==> src/design/palette_map_serpentine_dither_unit_assert.svh <==
// Assertion macros shared by the modules that check their own behavior.
`ifndef PALETTE_MAP_SERPENTINE_DITHER_UNIT_ASSERT_SVH
`define PALETTE_MAP_SERPENTINE_DITHER_UNIT_ASSERT_SVH

// Same-cycle implication, sampled on the rising clock, off during reset.
`define PMSD_ASSERT_NOW(label, clk, rstn, ante, cons, msg) \
    label: assert property (@(posedge clk) disable iff (!(rstn)) (ante) |-> (cons)) \
        else $error(msg);

// Next-cycle implication, sampled on the rising clock, off during reset.
`define PMSD_ASSERT_NEXT(label, clk, rstn, ante, cons, msg) \
    label: assert property (@(posedge clk) disable iff (!(rstn)) (ante) |=> (cons)) \
        else $error(msg);

`endif

==> src/design/pmsd_pkg.sv <==
package pmsd_pkg;

    // Default row capacity of the error memories.
    localparam int MAX_WIDTH_DEF = 1024;
    // Palette capacity, searched sixteen entries per cycle.
    localparam int MAX_PALETTE = 256;
    localparam int LANES = 16;
    localparam int PAL_ROWS = MAX_PALETTE / LANES;
    localparam int ROW_W = $clog2(PAL_ROWS);
    localparam int LANE_W = $clog2(LANES);

    localparam int CH = 4;
    localparam int ERR_W = 20;
    localparam int DIST_W = 19;
    localparam int COL_W = 11;
    localparam int CFG_W = 11;
    localparam int IDX_W = 8;

    // Register reset values.
    localparam logic DITHER_RST = 1'b1;
    localparam logic [7:0] MAX_VALUE_RST = 8'd255;
    localparam logic [10:0] WIDTH_RST = 11'd1024;
    localparam logic [8:0] PSIZE_RST = 9'd256;

    // Configuration register indexes.
    localparam logic [1:0] CFG_DITHER = 2'd0;
    localparam logic [1:0] CFG_MAX_VALUE = 2'd1;
    localparam logic [1:0] CFG_WIDTH = 2'd2;
    localparam logic [1:0] CFG_PSIZE = 2'd3;

    // Request commands.
    typedef enum logic [1:0] {
        CMD_LOAD  = 2'd0,
        CMD_PIXEL = 2'd1,
        CMD_FRAME = 2'd2
    } cmd_code_t;

    // Controller to datapath commands.
    typedef struct packed {
        logic in_ready;
        logic rd_err;
        logic adj;
        logic search_init;
        logic search_step;
        logic pal_rd;
        logic err_calc;
        logic upd_w1;
        logic upd_w2;
        logic upd_w3;
        logic finish;
        logic clr_cur;
        logic clr_nxt;
    } ctrl_cmd_t;

    // Datapath to controller status.
    typedef struct packed {
        logic [1:0] in_cmd;
        logic dither;
        logic search_last;
        logic search_busy;
        logic clr_last;
        logic out_free;
        logic row_last;
    } dp_status_t;

endpackage

==> src/design/pmsd_ctrl.sv <==
module pmsd_ctrl (
    input  logic                  aclk,
    input  logic                  aresetn,
    input  logic                  s_valid,
    input  pmsd_pkg::dp_status_t  sts,
    output pmsd_pkg::ctrl_cmd_t   cmd
);

    typedef enum logic [3:0] {
        ST_CLR_ALL,
        ST_IDLE,
        ST_RD_ERR,
        ST_ADJ,
        ST_SEARCH,
        ST_DRAIN,
        ST_PAL_RD,
        ST_ERR,
        ST_UPD_W1,
        ST_UPD_W2,
        ST_UPD_W3,
        ST_FINISH,
        ST_CLR_ROW
    } state_t;

    state_t state_reg, state_next;

    // Next state.
    always_comb begin
        state_next = state_reg;
        case (state_reg)
            ST_CLR_ALL: begin
                if (sts.clr_last) state_next = ST_IDLE;
            end
            ST_IDLE: begin
                if (s_valid) begin
                    case (sts.in_cmd)
                        pmsd_pkg::CMD_PIXEL: state_next = ST_RD_ERR;
                        pmsd_pkg::CMD_FRAME: state_next = ST_CLR_ALL;
                        default: state_next = ST_IDLE;
                    endcase
                end
            end
            ST_RD_ERR: state_next = ST_ADJ;
            ST_ADJ: state_next = ST_SEARCH;
            ST_SEARCH: begin
                if (sts.search_last) state_next = ST_DRAIN;
            end
            ST_DRAIN: begin
                if (!sts.search_busy) state_next = sts.dither ? ST_PAL_RD : ST_FINISH;
            end
            ST_PAL_RD: state_next = ST_ERR;
            ST_ERR: state_next = ST_UPD_W1;
            ST_UPD_W1: state_next = ST_UPD_W2;
            ST_UPD_W2: state_next = ST_UPD_W3;
            ST_UPD_W3: state_next = ST_FINISH;
            ST_FINISH: begin
                if (sts.out_free) begin
                    state_next = (sts.row_last && sts.dither) ? ST_CLR_ROW : ST_IDLE;
                end
            end
            ST_CLR_ROW: begin
                if (sts.clr_last) state_next = ST_IDLE;
            end
            default: state_next = ST_IDLE;
        endcase
    end

    // State register; reset starts with a clearing pass of both error rows.
    always_ff @(posedge aclk) begin
        if (!aresetn) begin
            state_reg <= ST_CLR_ALL;
        end else begin
            state_reg <= state_next;
        end
    end

    // Command decode.
    always_comb begin
        cmd = '0;
        cmd.in_ready = (state_reg == ST_IDLE);
        cmd.rd_err = (state_reg == ST_RD_ERR);
        cmd.adj = (state_reg == ST_ADJ);
        cmd.search_init = (state_reg == ST_ADJ);
        cmd.search_step = (state_reg == ST_SEARCH);
        cmd.pal_rd = (state_reg == ST_PAL_RD);
        cmd.err_calc = (state_reg == ST_ERR);
        cmd.upd_w1 = (state_reg == ST_UPD_W1);
        cmd.upd_w2 = (state_reg == ST_UPD_W2);
        cmd.upd_w3 = (state_reg == ST_UPD_W3);
        cmd.finish = (state_reg == ST_FINISH) && sts.out_free;
        cmd.clr_cur = (state_reg == ST_CLR_ALL);
        cmd.clr_nxt = (state_reg == ST_CLR_ALL) || (state_reg == ST_CLR_ROW);
    end

endmodule

==> config.mk <==
export PLATFORM = sky130hd
export DESIGN_NAME = pmsd_ctrl
export DESIGN_NICKNAME = d
export VERILOG_FILES = /design/src/design/palette_map_serpentine_dither_unit_assert.svh /design/src/design/pmsd_pkg.sv /design/src/design/pmsd_ctrl.sv
export SDC_FILE = /design/constraint.sdc
export NUM_CORES = 1
export LEC_CHECK = 0
export BUFFER_PORTS_ARGS = -buffer_cell sky130_fd_sc_hd__buf_2
export CAP_MARGIN = 20
export CORE_AREA = 10 10 47 49
export DETAILED_ROUTE_END_ITERATION = 16
export DIE_AREA = 0 0 57 59
export PLACE_DENSITY_LB_ADDON = 0.3
export SLEW_MARGIN = 40
export SYNTH_ARGS = -nofsm -noshare
export SYNTH_HDL_FRONTEND = slang
export SYNTH_SLANG_ARGS = --single-unit
==> constraint.sdc <==
create_clock -name aclk -period 2 [get_ports aclk]
set_clock_uncertainty 0.2 [all_clocks]
set_input_delay 0.2 -clock aclk [delete_from_list [all_inputs] [get_ports aclk]]
set_output_delay 0.2 -clock aclk [all_outputs]
set_load 0.05 [all_outputs]
==> results.cfg <==
[detailed_routing]
wire_per_inst_um = 12.2
vias = 565
dr.pass1.iters = 4
wl_mm = 1.34
via_per_inst = 5.14
drt.antenna.violating_nets = 0
drc = 0
drt_iter0_markers = 13

[global_route]
grt_usage = 0.0819
grt_pass1_wl_mm = 2.31
grt_antenna_before_repair = 0
grt_max_degree = 18
grt_pass1_vias = 540
grt_overflow = 0

[timing]
setup_viol = 0
rsz0062_at_grt = no
worst_slew_margin_rel = 0.760
fin_setup_tns_ps = 0
hold_viol = 0
layout_min_cycle_time_ps = 1800
fin_crit_sh = 0.898
fmax_mhz = 557
slew_violations = 0
tightest_slew_ps = 360
finalWorstSetupSlack_ps = 204

[floorplanning]
rows = 14
initial_utilization = 0.368
die_h_um = 59
die_x_um = 57
core_area_mm2 = 0.00140
die_area_mm2 = 0.00336
ios = 24

[placement]
place.gp.congestion = 0.804
portBuffers = 23
post-place-ws_ps = 352
dp_hpwl_mm = 1.09
dpl.cell_count = 107

[clock_network]
cts_buffers = 3
cts_sinks = 4
post_cts_buffers = 0
clk_pin_slew_ps = 40
cts_tree = done
cts-htree-levels = 1
clock_latency_ps = 230
cts_buffer_depth = 2
postCtsHoldBufs = 0
cts_root_buf = clkbuf_4

[final_layout]
layout-drive-gt1-share = 0.447
fillers = 155
synthToLayoutAreaGrowth_pct = 26.9
layout.nets = 108
antennaDiodeCount = 0
stdcell_count = 110
largest_reg_flops = 4

[worst_setup_path]
crit_required_ps = 1600
cpPeakStageDelay_ps = 520
start_kind = flip-flop
critical_path_class = reg2out
path_cells = nand2b_1 > nor3_1 > buf_2
cpLargestDelayFamily = flip-flops
worstPathArrival_ps = 1400
cp_slowest_cell = dfxtp_1
path_buf_inv = 1
worst-path-max-fanout = 11
critPathCaptureType = primary output

[logic_synthesis]
synth_cell_types = 29
ys_warn_count = 0
synth_area_um2 = 515
synthMuxAreaShare = 0.0583
synth_top_area_frac = 0.155
synth-seq-area-share = 0.155
synth_simple_gate_area_frac = 0.396
synth-seq-cells = 4
synth_nets = 84
synth_xor_area_frac = 0.0170
synth_compound_area_frac = 0.184
synthAdderAreaFrac = 0.0243
synth_top_family_by_area = simple AND/OR/NAND/NOR gates
synth_top_cell_by_area = dfxtp_1
synth_area_leaders = dfxtp_1, nand2_1, nor3_1
avgSynthCellArea_um2 = 7.16
synthCells = 72

[power]
p_leak_nw = 0.315
finalPower_uw = 338
power_density_mw_per_mm2 = 517
ir_drop_v = 0.000191

[worst_hold_path]
min_path_type = in2reg

[job]
maxCapViolations = 0

[run_status]
status = finished, final reports clean
-- power breakdown --
part | switching [mW] | internal [mW]
Combinational | 0.0914 | 0.0511
Clock | 0.0312 | 0.0670
Sequential | 0.0127 | 0.0849
-- metal layers --
metal	wire length, µm	vias up	GRT usage	share of wire
li1	-	294	-	-
met1	616	253	0.0968	0.46
met2	638	16	0.132	0.48
met3	69	2	0.0236	0.051
met4	17	0	0.0403	0.013
met5	0	-	0	0
-- tightest hold or removal path: stages --
cell and delay, ps:
buf_2 140, nand2_1 70, mux2i_1 60
-- per-stage QoR --
stage / hold WS, ps / instance area, µm² / utilization
CTS: 70.2 / 653 / 0.466
floorplan: 147 / 539 / -
detailed placement: 316 / 631 / 0.450
finish: 79.7 / 654 / 0.467
global route: 70.4 / 654 / 0.467
global placement: 312 / 631 / 0.450
-- cell usage in the layout (no fill, tap or decap), types with 2 or more instances in the layout --
cell type,count
a21oi_1,2
buf_2,23
buf_4,4
clkbuf_4,3
dfxtp_1,3
inv_1,3
mux2i_1,3
nand2_1,11
nand2b_1,5
nand3_1,2
nor2_1,7
nor3_1,5
nor3_2,3
o2111ai_1,3
o21ai_0,2
-- area by class of cell --
type | count | area (µm²) | area share
Multi-Input combinational cell | 57 | 374 | 0.572
Tap cell | 16 | 20.0 | 0.0306
Clock buffer | 3 | 22.5 | 0.0344
Timing Repair Buffer | 27 | 145 | 0.222
Sequential cell | 4 | 81.3 | 0.124
Inverter | 3 | 11.3 | 0.0172
-- cell usage after synthesis --
library cell,number
clkbuf_1,1
nor2b_1,1
o31a_2,1
a21oi_1,2
nor4_1,1
ha_1,1
clkbuf_8,2
nor3_1,8
mux2i_1,3
nand3_1,2
buf_4,2
or4_4,1
and3b_2,1
nor2_1,8
xor2_1,1
buf_6,2
o2111ai_1,3
nor3b_1,1
buf_2,1
a311oi_1,1
o21bai_2,1
nand2b_1,5
o221a_2,1
nand3_2,1
a211oi_1,1
inv_1,3
o21ai_0,2
nand2_1,11
dfxtp_1,4
-- final timing paths --
path | startpoint | depth (start not counted) | slack [ps] | to
max | state_reg[0] | 3 | 200 | cmd[12]
max reg2reg | state_reg[0] | 4 | 340 | state_reg[1]
min reg2reg | state_reg[3] | 3 | 470 | state_reg[3]
min | aresetn | 3 | 80 | state_reg[1]
-- what timing repair did --
item                       4_1_cts  5_1_grt
hold endpoints to repair         0        0
setup endpoints to repair        0        4
resized for setup                0        1
-- kinds of logic after synthesis --
kind of cell	count (synthesis)
AOI/OAI and AO/OA	12
xor gates and xnor gates	1
buffers and inverters	11
muxes	3
and+or+nand+nor	40
DFF	4
adders and majority gates	1
Note: power is estimated with default switching activity, not from simulation.
